### src/hdl/aging_priority_ready_queue_unit_macros.svh
// Assertion macros for the ready queue unit.
`ifndef AGING_PRIORITY_READY_QUEUE_UNIT_MACROS_SVH
`define AGING_PRIORITY_READY_QUEUE_UNIT_MACROS_SVH
// Implication that must hold on every clock edge outside reset.
`define APRQ_ASSERT_IMP(label, clk, rst_n, ante, cons, msg) \
  label: assert property (@(posedge clk) disable iff (!rst_n) (ante) |-> (cons)) \
    else $error(msg);
// Implication checked in the cycle after its antecedent.
`define APRQ_ASSERT_NEXT(label, clk, rst_n, ante, cons, msg) \
  label: assert property (@(posedge clk) disable iff (!rst_n) (ante) |=> (cons)) \
    else $error(msg);
`endif

### src/hdl/aprq_pkg.sv
// ----------------------------------------------------------------------------
// aprq_pkg
// Types, codes and constants for the aging priority ready queue.
// ----------------------------------------------------------------------------
`default_nettype none
package aprq_pkg;
  localparam int unsigned QueueDepthDefault = 64;

  typedef enum logic [1:0] {
    CMD_ENQ  = 2'd0,
    CMD_DEQ  = 2'd1,
    CMD_SORT = 2'd2,
    CMD_TICK = 2'd3
  } cmd_t;

  typedef enum logic [1:0] {
    ST_OK       = 2'd0,
    ST_EMPTY    = 2'd1,
    ST_FULL     = 2'd2,
    ST_FINISHED = 2'd3
  } status_t;

  typedef struct packed {
    logic [1:0] cmd;
    logic [5:0] proc_id;
    logic [7:0] priority_req;
    logic       still_running;
  } in_item_t;

  typedef struct packed {
    logic [5:0] out_id;
    logic [7:0] out_priority;
    logic [1:0] status;
    logic [6:0] entries;
  } out_item_t;

  // One stored queue entry.
  typedef struct packed {
    logic [5:0] id;
    logic [7:0] prio;
    logic [7:0] wait_cnt;
  } entry_t;
endpackage
`default_nettype wire

### src/hdl/aprq_mem.sv
// ----------------------------------------------------------------------------
// aprq_mem
// Entry store: one write port and one registered read port.
// ----------------------------------------------------------------------------
`default_nettype none
module aprq_mem
  import aprq_pkg::*;
#(
  parameter int unsigned QUEUE_DEPTH = QueueDepthDefault,
  localparam int unsigned AW = $clog2(QUEUE_DEPTH)
) (
  input  wire logic          clk,
  input  wire logic          we,
  input  wire logic [AW-1:0] waddr,
  input  wire entry_t        wdata,
  input  wire logic [AW-1:0] raddr,
  output entry_t             rdata
);
  entry_t mem [QUEUE_DEPTH];

  // Synchronous write and registered read.
  always_ff @(posedge clk) begin
    if (we) begin
      mem[waddr] <= wdata;
    end
    rdata <= mem[raddr];
  end
endmodule
`default_nettype wire

### src/hdl/aging_priority_ready_queue_unit.sv
// One command is handled at a time. Dequeue, tick and sort step entry by entry through
// the one-read, one-write entry store. Busy is high from the command transfer to the
// result strobe, so the next command is taken only after the strobe. The receiver
// cannot hold results off.
// Reset (synchronous) empties the queue and clears the aging threshold; the entry store
// itself is not cleared.
`default_nettype none
`include "aging_priority_ready_queue_unit_macros.svh"
module aging_priority_ready_queue_unit
  import aprq_pkg::*;
#(
  parameter int unsigned QUEUE_DEPTH = QueueDepthDefault
) (
  input  wire logic  clk,
  input  wire logic  rst_n,
  input  wire logic  start,
  output logic       busy,
  input  wire in_item_t in_item,
  output logic       out_valid,
  output out_item_t  out_item,
  input  wire logic  cfg_we,
  input  wire logic [7:0] cfg_wdata
);
  localparam int unsigned AW = $clog2(QUEUE_DEPTH);
  localparam int unsigned CW = $clog2(QUEUE_DEPTH + 1);

  typedef enum logic [6:0] {
    S_IDLE = 7'b0000001,
    S_RD   = 7'b0000010,
    S_WAIT = 7'b0000100,
    S_PROC = 7'b0001000,
    S_SRDJ = 7'b0010000,
    S_SCMP = 7'b0100000,
    S_DONE = 7'b1000000
  } state_t;

  state_t          state_r, state_nxt;
  logic [CW-1:0]   count_r, count_nxt;
  logic [7:0]      thr_r;
  logic [1:0]      cmd_r, cmd_nxt;
  logic [CW-1:0]   i_r, i_nxt, j_r, j_nxt;
  entry_t          held_r, held_nxt;
  logic [5:0]      oid_r, oid_nxt;
  logic [7:0]      oprio_r, oprio_nxt;
  logic [1:0]      stat_r, stat_nxt;
  logic            we;
  logic [AW-1:0]   waddr, raddr;
  entry_t          wdata, rdata, aged;
  logic [7:0]      winc;
  logic            wb_pend_r;
  logic [AW-1:0]   wb_addr_r;
  entry_t          wb_data_r;

  aprq_mem #(.QUEUE_DEPTH(QUEUE_DEPTH)) u_mem (
    .clk(clk), .we(we), .waddr(waddr), .wdata(wdata), .raddr(raddr), .rdata(rdata)
  );

  // Aged copy of the entry just read.
  always_comb begin
    aged = rdata;
    winc = (rdata.wait_cnt == 8'hff) ? rdata.wait_cnt : rdata.wait_cnt + 8'd1;
    aged.wait_cnt = winc;
    if (winc == thr_r) begin
      aged.wait_cnt = 8'd0;
      if (rdata.prio != 8'hff) aged.prio = rdata.prio + 8'd1;
    end
  end

  // Command sequencer. Sort keeps entry i in held_r and scans j upward,
  // writing a swap into slot j at once; slot i is written after the scan.
  always_comb begin
    state_nxt = state_r;
    count_nxt = count_r;
    cmd_nxt   = cmd_r;
    i_nxt     = i_r;
    j_nxt     = j_r;
    held_nxt  = held_r;
    oid_nxt   = oid_r;
    oprio_nxt = oprio_r;
    stat_nxt  = stat_r;
    we        = 1'b0;
    waddr     = i_r[AW-1:0];
    wdata     = rdata;
    raddr     = i_r[AW-1:0];
    // The delayed sort write-back only falls in a read or done cycle.
    if (wb_pend_r) begin
      we    = 1'b1;
      waddr = wb_addr_r;
      wdata = wb_data_r;
    end
    unique case (state_r)
      S_IDLE: begin
        if (start) begin
          cmd_nxt   = in_item.cmd;
          oid_nxt   = '0;
          oprio_nxt = '0;
          stat_nxt  = ST_OK;
          i_nxt     = '0;
          state_nxt = S_DONE;
          unique case (cmd_t'(in_item.cmd))
            CMD_ENQ: begin
              if (!in_item.still_running) begin
                stat_nxt = ST_FINISHED;
              end else if (count_r == CW'(QUEUE_DEPTH)) begin
                stat_nxt = ST_FULL;
              end else begin
                we        = 1'b1;
                waddr     = count_r[AW-1:0];
                wdata     = '{id: in_item.proc_id, prio: in_item.priority_req,
                              wait_cnt: 8'd0};
                count_nxt = count_r + CW'(1);
              end
            end
            CMD_DEQ: begin
              if (count_r == '0) stat_nxt = ST_EMPTY;
              else state_nxt = S_RD;
            end
            default: begin
              if (count_r != '0) state_nxt = S_RD;
            end
          endcase
        end
      end
      S_RD: begin
        raddr = i_r[AW-1:0];
        state_nxt = S_PROC;
      end
      S_PROC: begin
        unique case (cmd_t'(cmd_r))
          CMD_DEQ: begin
            if (i_r == '0) begin
              oid_nxt   = rdata.id;
              oprio_nxt = rdata.prio;
            end else begin
              we    = 1'b1;
              waddr = AW'(i_r - CW'(1));
              wdata = rdata;
            end
            i_nxt = i_r + CW'(1);
            if (i_r + CW'(1) == count_r) begin
              count_nxt = count_r - CW'(1);
              state_nxt = S_DONE;
            end else begin
              state_nxt = S_RD;
            end
          end
          CMD_TICK: begin
            we    = 1'b1;
            wdata = aged;
            i_nxt = i_r + CW'(1);
            state_nxt = (i_r + CW'(1) == count_r) ? S_DONE : S_RD;
          end
          default: begin
            // Sort: latch entry i, begin scan at i+1.
            held_nxt = rdata;
            j_nxt    = i_r + CW'(1);
            state_nxt = (i_r + CW'(1) >= count_r) ? S_DONE : S_SRDJ;
          end
        endcase
      end
      S_SRDJ: begin
        raddr = j_r[AW-1:0];
        state_nxt = S_WAIT;
      end
      S_WAIT: begin
        state_nxt = S_SCMP;
        raddr = j_r[AW-1:0];
      end
      S_SCMP: begin
        if (held_r.prio < rdata.prio) begin
          we       = 1'b1;
          waddr    = j_r[AW-1:0];
          wdata    = held_r;
          held_nxt = rdata;
        end
        j_nxt = j_r + CW'(1);
        if (j_r + CW'(1) == count_r) begin
          state_nxt = S_DONE;
          if (held_r.prio < rdata.prio) begin
            // Entry i takes the final held value below.
          end
        end else begin
          state_nxt = S_SRDJ;
        end
      end
      default: begin
        state_nxt = S_IDLE;
      end
    endcase
  end

  // Sort write-back of the held entry into slot i, then advance to the next i.
  logic sort_wb;
  assign sort_wb = (state_r == S_SCMP) && (j_r + CW'(1) == count_r);

  always_ff @(posedge clk) begin
    if (!rst_n) begin
      state_r <= S_IDLE;
      count_r <= '0;
      thr_r   <= '0;
    end else begin
      if (cfg_we) thr_r <= cfg_wdata;
      count_r <= count_nxt;
      if (sort_wb && (i_r + CW'(2) < count_r)) state_r <= S_RD;
      else state_r <= state_nxt;
    end
  end

  always_ff @(posedge clk) begin
    cmd_r   <= cmd_nxt;
    j_r     <= j_nxt;
    held_r  <= held_nxt;
    oid_r   <= oid_nxt;
    oprio_r <= oprio_nxt;
    stat_r  <= stat_nxt;
    i_r     <= sort_wb ? i_r + CW'(1) : i_nxt;
  end

  // Second write port use is avoided: slot i is written through a registered write-back.
  always_ff @(posedge clk) begin
    if (!rst_n) wb_pend_r <= 1'b0;
    else wb_pend_r <= sort_wb;
    wb_addr_r <= i_r[AW-1:0];
    wb_data_r <= (held_r.prio < rdata.prio) ? rdata : held_r;
  end

  assign busy      = (state_r != S_IDLE);
  assign out_valid = (state_r == S_DONE);
  assign out_item  = '{out_id: oid_r, out_priority: oprio_r, status: stat_r,
                       entries: 7'(count_r)};

  `APRQ_ASSERT_IMP(a_count_range, clk, rst_n, 1'b1, count_r <= CW'(QUEUE_DEPTH), "count overflow")
  `APRQ_ASSERT_NEXT(a_start_busy, clk, rst_n, start && !busy, busy, "start not taken")
  `APRQ_ASSERT_IMP(a_out_busy, clk, rst_n, out_valid, busy, "strobe while idle")
endmodule
`default_nettype wire

### config.mk
export PLATFORM = sky130hd
export DESIGN_NAME = aging_priority_ready_queue_unit
export DESIGN_NICKNAME = d
export VERILOG_FILES = /design/src/hdl/aprq_pkg.sv /design/src/hdl/aprq_mem.sv /design/src/hdl/aging_priority_ready_queue_unit.sv
export VERILOG_INCLUDE_DIRS = /design/src /design/src/hdl
export SDC_FILE = /design/constraint.sdc
export NUM_CORES = 2
export LEC_CHECK = 0
export ABC_AREA = 1
export BUFFER_PORTS_ARGS = -buffer_cell sky130_fd_sc_hd__buf_4
export CAP_MARGIN = 10
export CELL_PAD_IN_SITES_DETAIL_PLACEMENT = 0
export CELL_PAD_IN_SITES_GLOBAL_PLACEMENT = 2
export CORE_MARGIN = 2
export CORE_UTILIZATION = 45
export CTS_BUF_LIST = sky130_fd_sc_hd__clkbuf_4 sky130_fd_sc_hd__clkbuf_8
export DETAILED_ROUTE_END_ITERATION = 6
export GPL_ROUTABILITY_DRIVEN = 0
export PLACE_DENSITY = 0.88
export SYNTH_ARGS = -nofsm -noshare
export SYNTH_HDL_FRONTEND = slang
export SYNTH_SLANG_ARGS = --single-unit
### constraint.sdc
create_clock -name clk -period 8.8 [get_ports clk]
set_input_delay 1.32 -clock clk [delete_from_list [all_inputs] [get_ports clk]]
set_output_delay 1.32 -clock clk [all_outputs]
set_load 0.01 [all_outputs]
==> summary.txt <==
Power
  – Seq pwr share: between 30% and 40%
  – Switching Share: between 40% and 50%
  – Lkg Pwr: about 0.033 uW
  – Design internal power: roughly 16,000 uW
  – Peak VDD IR: roughly 0.00035 V
  – Comb pwr share: 40.5%
  – Sw power: ~12,000 uW
  – Power density over the cells: approximately 370 nW/um2
  – Clock power share: 22.5%

Yosys
  – Yosys cell types: 49
  – Synthesis warning total: 0
  – Number of synthesized flops with an enable pin: ~1,500
  – Cell Area, Synth: slightly below 70,000 um2
  – Largest area contributor in the netlist: edfxtp_1
  – FFs w/ async S/R, synth: 0%
  – Synth area leaders: edfxtp_1 63%, nand3_1 10%, nand2_1 9.3%, inv_1 7.7%, dfxtp_1 2.1%
  – Post-synthesis sequential area ratio: about two thirds
  – Syn avg cell area: between 9 and 10 um2
  – Top-area cell type share of the netlist area: between 60% and 70%
  – Yosys reg bits: about 1,500
  – Post-Syn Nets: 7,100
  – Post-Syn Instances: slightly above 7,000
  – Main synth FF type: edfxtp_1

STA
  – Max Fclk: approximately 170 MHz
  – Max-slew violations: 0
  – Slew of the pin with the lowest slew margin: between 1 and 1.5 ns
  – Final setup TNS: 0 ns
  – RSZ-0062 raised after global routing: false
  – Slew headroom: 15.2%
  – Clock skew: around 0.073 ns
  – Final Setup Violations: 0
  – Min Tclk post-route: 5.88 ns
  – Hold Violations, Final: 0
  – Part of the cycle the worst path needs: ~67%
  – Final WS setup: just under 3 ns

CTS
  – Resized cells post-CTS: 0
  – H-tree depth: 5
  – CTS tree: yes
  – Root buffer cell: clkbuf_8
  – CTS buffer count: ~280
  – Post-CTS Hold Fix Bufs: 0
  – Setup Fix Bufs, Post-CTS: 0
  – Clock tree buffer depth: 4
  – Clk slew on worst S/H paths: about 0.060 ns
  – Clk_lat worst skew: 1.00 ns
  – CTS Sinks: 1,535

Cells and area
  – Post-Layout Cell Count: about 9,400
  – Area grow syn2layout: 11.1%
  – Commonest non-fill, non-tap cell in the layout: nand2_1
  – Share of cells above drive strength 1: between 10% and 20%
  – Nets: about 7,200
  – Most frequent cells in the layout: 1,720 x nand2_1, 1,462 x edfxtp_1, 1,435 x inv_1

Drt
  – DRC: 0
  – Final ANT Viol Nets: 0
  – Drt wl/cell: roughly 22 um
  – DR vias/cell: 5.22
  – TritonRoute pass-1 iters: 6
  – WL final: 205,000 um
  – DRT iter0 DRCs: roughly 5,400
  – DR vias: about 49,000

Floorplan
  – Die Span Y: roughly 400 um
  – Core area: around 150,000 um2
  – Num rows: 144
  – Starting Density: 45.2%
  – Chip width: roughly 400 um
  – Ports: 54
  – Die Area: 158,000 um2

Worst setup path
  – Cell Chain, Critical Path: clkinv_1 > ha_1 > a21oi_1 > nand2_1 > nand4_1 > nand2_1 > buf_4 > nor2_1 > inv_1 > nand2_1 > nor2_1 > inv_2 > nand3_1 > nor2_2
  – CP required: approximately 9.4 ns
  – R2R Path End: u_mem.mem[3][3]
  – Crit path max-delay family: simple AND/OR/NAND/NOR gates
  – CP Depth: 14
  – CP max stage cell: nor2_2
  – WS Path Type: reg2reg
  – Worst R2R Start: u_mem.rdata[11]
  – Reg2Reg Depth: 14
  – R2R Setup Slk: approximately 2.9 ns
  – Critical Path AT: 6.44 ns
  – WP buf/inv: 4
  – Most common cell on crit path: nand2_1
  – Crit start category: flip-flop
  – Worst setup EP type: flip-flop
  – Worst path max stage delay: 1.17 ns
  – Crit path max fanout: 33

Global route
  – Gr ovfl total: 0
  – Initial antenna violation count: 7
  – Largest net degree at the start of global routing: around 180
  – GRT Overall Usage: between 20% and 30%
  – First-pass GRT wire length: around 300,000 um
  – Vias in the first global route: 45,900

Run status
  – Run status: complete, no violations

Job
  – Maximum Capacitance Violations: 0

Min path
  – Hold path start: thr_r[0]
  – Min-Delay Path Class: reg2reg
  – Hold Path Cell Cnt: 2
  – Worst hold endpoint: thr_r[0]

Place
  – Dpl ws: between 2 and 3 ns
  – HPWL Detailed: between 100,000 and 150,000 um
  – Placed insts: between 8,000 and 9,000
  – PortBufs: 53
[logic make-up (layout without fill, tap and decap cells)]
group / count (synthesis) / count (layout) / synth area share, %
adder cells (fa/ha/maj): 34 / 34 / 0.623
flip-flops: 1535 / 1535 / 65.3
buffers and inverters: 1800 / 2081 / 10.5
AO/OA/AOI/OAI: 277 / 277 / 2.17
other: 0 / 4 / 0
AND/OR/NAND/NOR: 3365 / 3365 / 21.1
XOR/XNOR: 26 / 26 / 0.328
[worst reg2reg max path: stages (launching register included)]
cell      delay [ns]
dfxtp_1         0.42
clkinv_1        0.24
ha_1            0.36
a21oi_1         0.13
nand2_1         0.10
nand4_1         0.10
nand2_1         0.38
buf_4           0.41
nor2_1          0.61
inv_1           0.39
nand2_1         0.19
nor2_1          0.10
inv_2           0.21
nand3_1         0.66
nor2_2          1.17
[per-layer routing]
metal,wire [um],track usage [%],vias to the layer above
li1,-,-,23100
met1,88400,36.0,23600
met2,92500,39.5,1867
met3,15100,4.47,415
met4,8590,10.8,0
met5,0,0,-
[synth_stat cells (9+ instances only)]
master	instances
nor2_1	154
a21oi_1	71
dfxtp_1	73
edfxtp_1	1462
or2_2	15
nand4_1	15
nand3_2	15
nand2_1	1722
nor3_1	9
buf_2	164
buf_4	70
ha_1	33
inv_1	1435
nand3_1	1406
buf_1	13
xor2_1	21
inv_2	19
o21ai_0	160
clkbuf_1	85
[through the flow]
step / area (um2) / power [uW] / util (%) / hold WS, ns
final: 77200 / 28300 / 50.2 / 0.479
after global routing: 77200 / 29500 / 50.2 / 0.487
after CTS: 77000 / 28300 / 50.1 / 0.475
after detailed placement: 72000 / 21900 / 46.8 / 0.469
after global placement: 72000 / 21800 / 46.8 / 0.461
after floorplan: 69500 / 16900 / - / 0.410
[worst max-delay path by stage]
stage               slack (ns)       startpoint           endpoint
floorplan                 3.66            start   u_mem.mem[0][20]
global placement          3.00      in_item[16]   u_mem.mem[10][4]
detailed placement        2.88      in_item[16]  u_mem.mem[26][11]
CTS                       2.95  u_mem.rdata[11]   u_mem.mem[26][9]
global route              2.66  u_mem.rdata[11]   u_mem.mem[3][21]
finish                    2.92  u_mem.rdata[11]    u_mem.mem[3][3]
[layout make-up]
cell class | count | area (um2)
fillers | 14000 | 76500
flip-flops and latches | 1535 | 45400
multi-input cells | 3702 | 17200
inverters | 1460 | 5490
clock buffers | 378 | 4670
well taps | 2044 | 2560
repair buffers | 166 | 1460
clock inverters | 77 | 403
diodes | 4 | 10.0
[state kept, by name (all words and copies together), names as in the netlist]
register and flops:
wb_data_r 22, held_r 22, i_r 7, oid_r 6
stat_r 2, oprio_r 8, wb_addr_r 6, state_r 7
wb_pend_r 1, thr_r 8, count_r 7, u_mem.rdata 22
u_mem.mem 1408, j_r 7, cmd_r 2
[power by group through the flow]
| stage | logic, uW | registers, uW | clock network, uW |
|---|---|---|---|
| after floorplan | 6160 | 10700 | 0 |
| after global placement | 11200 | 10600 | 0 |
| after detailed placement | 11300 | 10600 | 0 |
| after CTS | 11400 | 10400 | 6470 |
| after global routing | 12200 | 10500 | 6790 |
| final | 11500 | 10500 | 6350 |
Note: power is estimated with default switching activity, not from simulation.
